$ cat src/fp4g_pkg.sv
// ----------------------------------------------------------------------------
// fp4g_pkg
// Shared constants, types and E2M1 decode helpers for the FP4 GEMV core.
// ----------------------------------------------------------------------------
package fp4g_pkg;

  localparam int COLUMNS_DEF   = 2048;
  localparam int SUM_WIDTH_DEF = 32;

  localparam int CODE_W    = 4;
  localparam int COL_W     = 11;
  localparam int DOT_W     = 32;
  localparam int VAL_W     = 5;   // doubled E2M1 value, -12..12
  localparam int PROD_W    = 10;  // product, -144..144
  localparam int OUT_DEPTH = 4;
  localparam int OUT_PTR_W = 2;
  localparam int OUT_CNT_W = 3;

  localparam int IN_DATA_W  = 24;
  localparam int OUT_DATA_W = 48;

  // doubled E2M1 magnitudes, indexed by code bits 2..0
  localparam logic [3:0] E2M1_MAG [8] = '{4'd0, 4'd1, 4'd2, 4'd3, 4'd4, 4'd6, 4'd8, 4'd12};

  typedef struct packed {
    logic [DOT_W-1:0] dot_sum;
    logic [COL_W-1:0] column;
  } res_t;

  function automatic logic signed [VAL_W-1:0] e2m1_value(logic [CODE_W-1:0] code);
    logic signed [VAL_W-1:0] mag;
    mag = signed'({1'b0, E2M1_MAG[code[2:0]]});
    return code[3] ? -mag : mag;
  endfunction

  function automatic logic signed [PROD_W-1:0] e2m1_product(logic [CODE_W-1:0] a,
                                                            logic [CODE_W-1:0] w);
    logic signed [PROD_W-1:0] va;
    logic signed [PROD_W-1:0] vw;
    va = PROD_W'(e2m1_value(a));
    vw = PROD_W'(e2m1_value(w));
    return va * vw;
  endfunction

endpackage

$ cat src/fp4g_out_fifo.sv
// ----------------------------------------------------------------------------
// fp4g_out_fifo
// Small result queue that decouples the accumulate stage from the output.
// ----------------------------------------------------------------------------
module fp4g_out_fifo (
  input  logic                           clk,
  input  logic                           rst_n,
  input  logic                           push,
  input  fp4g_pkg::res_t                 push_data,
  input  logic                           pop,
  output logic                           not_empty,
  output fp4g_pkg::res_t                 head,
  output logic [fp4g_pkg::OUT_CNT_W-1:0] count
);

  fp4g_pkg::res_t                 slot_r [fp4g_pkg::OUT_DEPTH];
  logic [fp4g_pkg::OUT_PTR_W-1:0] wr_ptr_r, wr_ptr_nxt;
  logic [fp4g_pkg::OUT_PTR_W-1:0] rd_ptr_r, rd_ptr_nxt;
  logic [fp4g_pkg::OUT_CNT_W-1:0] count_r, count_nxt;
  logic                           do_pop;

  assign do_pop = pop && (count_r != '0);

  always_comb begin
    wr_ptr_nxt = push ? wr_ptr_r + 1'b1 : wr_ptr_r;
    rd_ptr_nxt = do_pop ? rd_ptr_r + 1'b1 : rd_ptr_r;
    count_nxt  = count_r + {{(fp4g_pkg::OUT_CNT_W-1){1'b0}}, push}
                         - {{(fp4g_pkg::OUT_CNT_W-1){1'b0}}, do_pop};
  end

  always_ff @(posedge clk) begin
    if (!rst_n) begin
      wr_ptr_r <= '0;
      rd_ptr_r <= '0;
      count_r  <= '0;
    end else begin
      wr_ptr_r <= wr_ptr_nxt;
      rd_ptr_r <= rd_ptr_nxt;
      count_r  <= count_nxt;
    end
  end

  always_ff @(posedge clk) begin
    if (push) begin
      slot_r[wr_ptr_r] <= push_data;
    end
  end

  assign not_empty = (count_r != '0);
  assign head      = slot_r[rd_ptr_r];
  assign count     = count_r;

endmodule

$ cat config.mk
export PLATFORM = sky130hd
export DESIGN_NAME = fp4g_out_fifo
export DESIGN_NICKNAME = d
export VERILOG_FILES = /design/src/fp4g_pkg.sv /design/src/fp4g_out_fifo.sv
export SDC_FILE = /design/constraint.sdc
export NUM_CORES = 1
export LEC_CHECK = 0
export BUFFER_PORTS_ARGS = -buffer_cell sky130_fd_sc_hd__buf_2
export CORE_MARGIN = 4
export CORE_UTILIZATION = 45
export DETAILED_ROUTE_END_ITERATION = 8
export PLACE_DENSITY = 0.63
export SYNTH_ARGS = -nofsm -noshare
export SYNTH_HDL_FRONTEND = slang
export SYNTH_SLANG_ARGS = --single-unit
export TNS_END_PERCENT = 5
$ cat constraint.sdc
create_clock -name clk -period 5.5 [get_ports clk]
set_input_delay 0.825 -clock clk [delete_from_list [all_inputs] [get_ports clk]]
set_output_delay 0.825 -clock clk [all_outputs]
set_load 0.01 [all_outputs]
==> results.sh <==
export IMPL_clockBufferDepth=2
export IMPL_dieArea_um2=16970
export IMPL_slew_headroom_pct=41.42
export IMPL_place_hpwl_um=7143
export IMPL_synth_area_top_cells="edfxtp_1 (77%), mux4_2 (13%), dfxtp_1 (2.7%)"
export IMPL_power_density_nw_per_um2=442.8
export IMPL_start_util_pct=46.12
export IMPL_post_drt_wl_per_cell_um=20.55
export IMPL_placed_area_um2=7357
export IMPL_ys_flop_type="edfxtp_1"
export IMPL_stdcell_count=573
export IMPL_drv_cap=0
export IMPL_syn_inst=269
export IMPL_grt_overflow=0
export IMPL_tns_ns=0
export IMPL_grt_first_pass_wirelength_um=17980
export IMPL_ant_nets=0
export IMPL_fin_nets=430
export IMPL_criticalPathCategory="flop to primary output"
export IMPL_worstSetupEndpoint="head[42]"
export IMPL_grt_usage_pct=14.77
export IMPL_cts_buffers=17
export IMPL_syn_num_nets=323
export IMPL_cts_tree="built"
export IMPL_ir_drop_mv=0.2236
export IMPL_grt_pass1_vias=3328
export IMPL_min_period_ns=3.000
export IMPL_place_inst=541
export IMPL_drt_iter0_drc=165
export IMPL_h_tree_depth=4
export IMPL_stdcell_area_um2=8014
export IMPL_cts_setup_buffers=0
export IMPL_row_count=44
export IMPL_clock_fmax_mhz=333.3
export IMPL_setup_viol=0
export IMPL_seq_area_frac_synth_pct=79.43
export IMPL_antenna_found_initial=0
export IMPL_leakagePower_nw=2.760
export IMPL_r2r_start="count[1]"
export IMPL_crit_path_end_kind="primary output"
export IMPL_place_ws_ns=2.869
export IMPL_cts_repair_resized=0
export IMPL_cts_root_buf="clkbuf_16"
export IMPL_arrival_ns=2.18
export IMPL_clk_latency_ns=0.42
export IMPL_rr_endpoint="count[2]"
export IMPL_syn_area_um2=6729
export IMPL_hold_viol=0
export IMPL_synth_top_area_share_pct=76.76
export IMPL_via_per_inst=5.216
export IMPL_gp_congestion=0.6518
export IMPL_synth_most_common_cell="edfxtp_1"
export IMPL_yosys_top_cells_count="edfxtp_1 (172), mux4_2 (40), dfxtp_1 (9), and2_1 (8)"
export IMPL_period_share_pct=54.55
export IMPL_n_antenna_cell=0
export IMPL_synth_top_area_cell="edfxtp_1"
export IMPL_die_h_um=130.3
export IMPL_holdCritPathClass="flop to flop"
export IMPL_worst_slew_pin_slew_ns=0.8787
export IMPL_via_count=2989
export IMPL_totalPowerFinal_mw=3.549
export IMPL_io_buffers=93
export IMPL_timing_final_ws_setup_ns=2.500
export IMPL_drc=0
export IMPL_async_flop_share_pct=0
export IMPL_core_area_um2=14590
export IMPL_status="completed"
export IMPL_drive_gt1_share_pct=44.22
export IMPL_critPathRequiredTime_ns=4.68
export IMPL_rrSetupSlack_ns=3.46
export IMPL_clkTransAtPathRegs_ns=0.06
export IMPL_yosys_warnings=0
export IMPL_critPathLaunchType="flop"
export IMPL_reg2reg_depth=7
export IMPL_ios=94
export IMPL_slew_violations=0
export IMPL_finalClockSkew_ns=0.005629
export IMPL_critPathMaxFanout=43
export IMPL_clock_sinks=181
export IMPL_postSynthAreaPerCell_um2=25.01
export IMPL_synth_edf_count=172
export IMPL_cts_hold_buf=0
export IMPL_syn_to_final_growth_pct=19.10
export IMPL_ys_ff_latch=181
export IMPL_die_w_um=130.3
export IMPL_grt_max_degree=44
export IMPL_wirelength_um=11780
export IMPL_ys_types=21
export IMPL_drt_pass1_iterations=5
export IMPL_rsz0062_at_grt="no"
sequential cells by signal, indices dropped and copies added, names as in the netlist, named ones only:
name	flops
slot_r	172
count	3
rd_ptr_r	2
wr_ptr_r	2
metrics by stage:
stage	hold WS, ns	util (%)
5_1_grt	0.5089	54.93
2_1_floorplan	0.4489	-
3_5_place_dp	0.4652	50.43
3_3_place_gp	0.4622	50.43
6_report	0.4840	54.93
4_1_cts	0.4813	54.93
where the power goes:
group          switching [mW]  internal (mW)  total (mW)
clock network           0.468          0.862        1.33
registers              0.0935           1.59        1.69
logic                   0.235          0.297       0.532
total                   0.796           2.75        3.55
layer usage:
layer | vias to the layer above | wire, um | track usage, % | part of all wire (%)
met4 | 0 | 198 | 6.235 | 1.7
met5 | - | 0 | 0 | 0
li1 | 1341 | - | - | -
met2 | 76 | 6088 | 24.65 | 52
met1 | 1553 | 4760 | 17.89 | 40
met3 | 19 | 728 | 4.585 | 6.2
worst max-delay path, cell delays in order, from the launching register on:
cell     delay [ns]
dfxtp_4        0.93
mux4_1         0.66
buf_2          0.16
logic make-up (layout without fill, tap and decap cells):
kind of cell / Yosys count / count (layout) / share of synthesized area [%]
DFF: 181 / 181 / 79.43
muxes: 47 / 47 / 15.15
buffers and inverters: 16 / 136 / 2.045
and+or+nand+nor: 14 / 14 / 1.227
adders and majority gates: 7 / 7 / 1.413
AOI/OAI and AO/OA: 2 / 2 / 0.2604
xor gates and xnor gates: 2 / 2 / 0.4649
placed cells by master (no fill, tap or decap), types with 2 or more instances in the layout:
cell type  netlist  routed
mux4_2          40      40
and2_1           8       4
buf_4            0       5
inv_1            6       6
nand2_1          2       2
clkbuf_16        0      17
bufinv_16        0       6
edfxtp_1       172     172
mux4_1           3       3
and2_2           0       4
clkbuf_1         1       4
ha_1             6       6
nand2b_1         2       2
dfxtp_1          9       7
mux2i_1          4       4
buf_2            4      93
clkinv_2         0       3
cell type report:
class	instances	area, um2
Tap cell	184	230.2
Timing Repair Buffer	98	503.0
Clock inverter	10	202.7
Fill cell	1120	6575
Multi-Input combinational cell	72	1251
Sequential cell	181	5350
Clock buffer	22	454.2
Inverter	6	22.52
how the worst min path moves through the flow:
| stage | from | to | slack (ns) | cells after the start |
|---|---|---|---|---|
| 2_1_floorplan | rd_ptr_r[1] | flop | 0.45 | 2 |
| 3_3_place_gp | rd_ptr_r[1] | flop | 0.46 | 2 |
| 3_5_place_dp | rd_ptr_r[1] | flop | 0.47 | 2 |
| 4_1_cts | rd_ptr_r[1] | flop | 0.48 | 2 |
| 5_1_grt | rd_ptr_r[1] | flop | 0.51 | 2 |
| 6_report | rd_ptr_r[1] | flop | 0.48 | 2 |
Power figures use the tool's default switching activity.
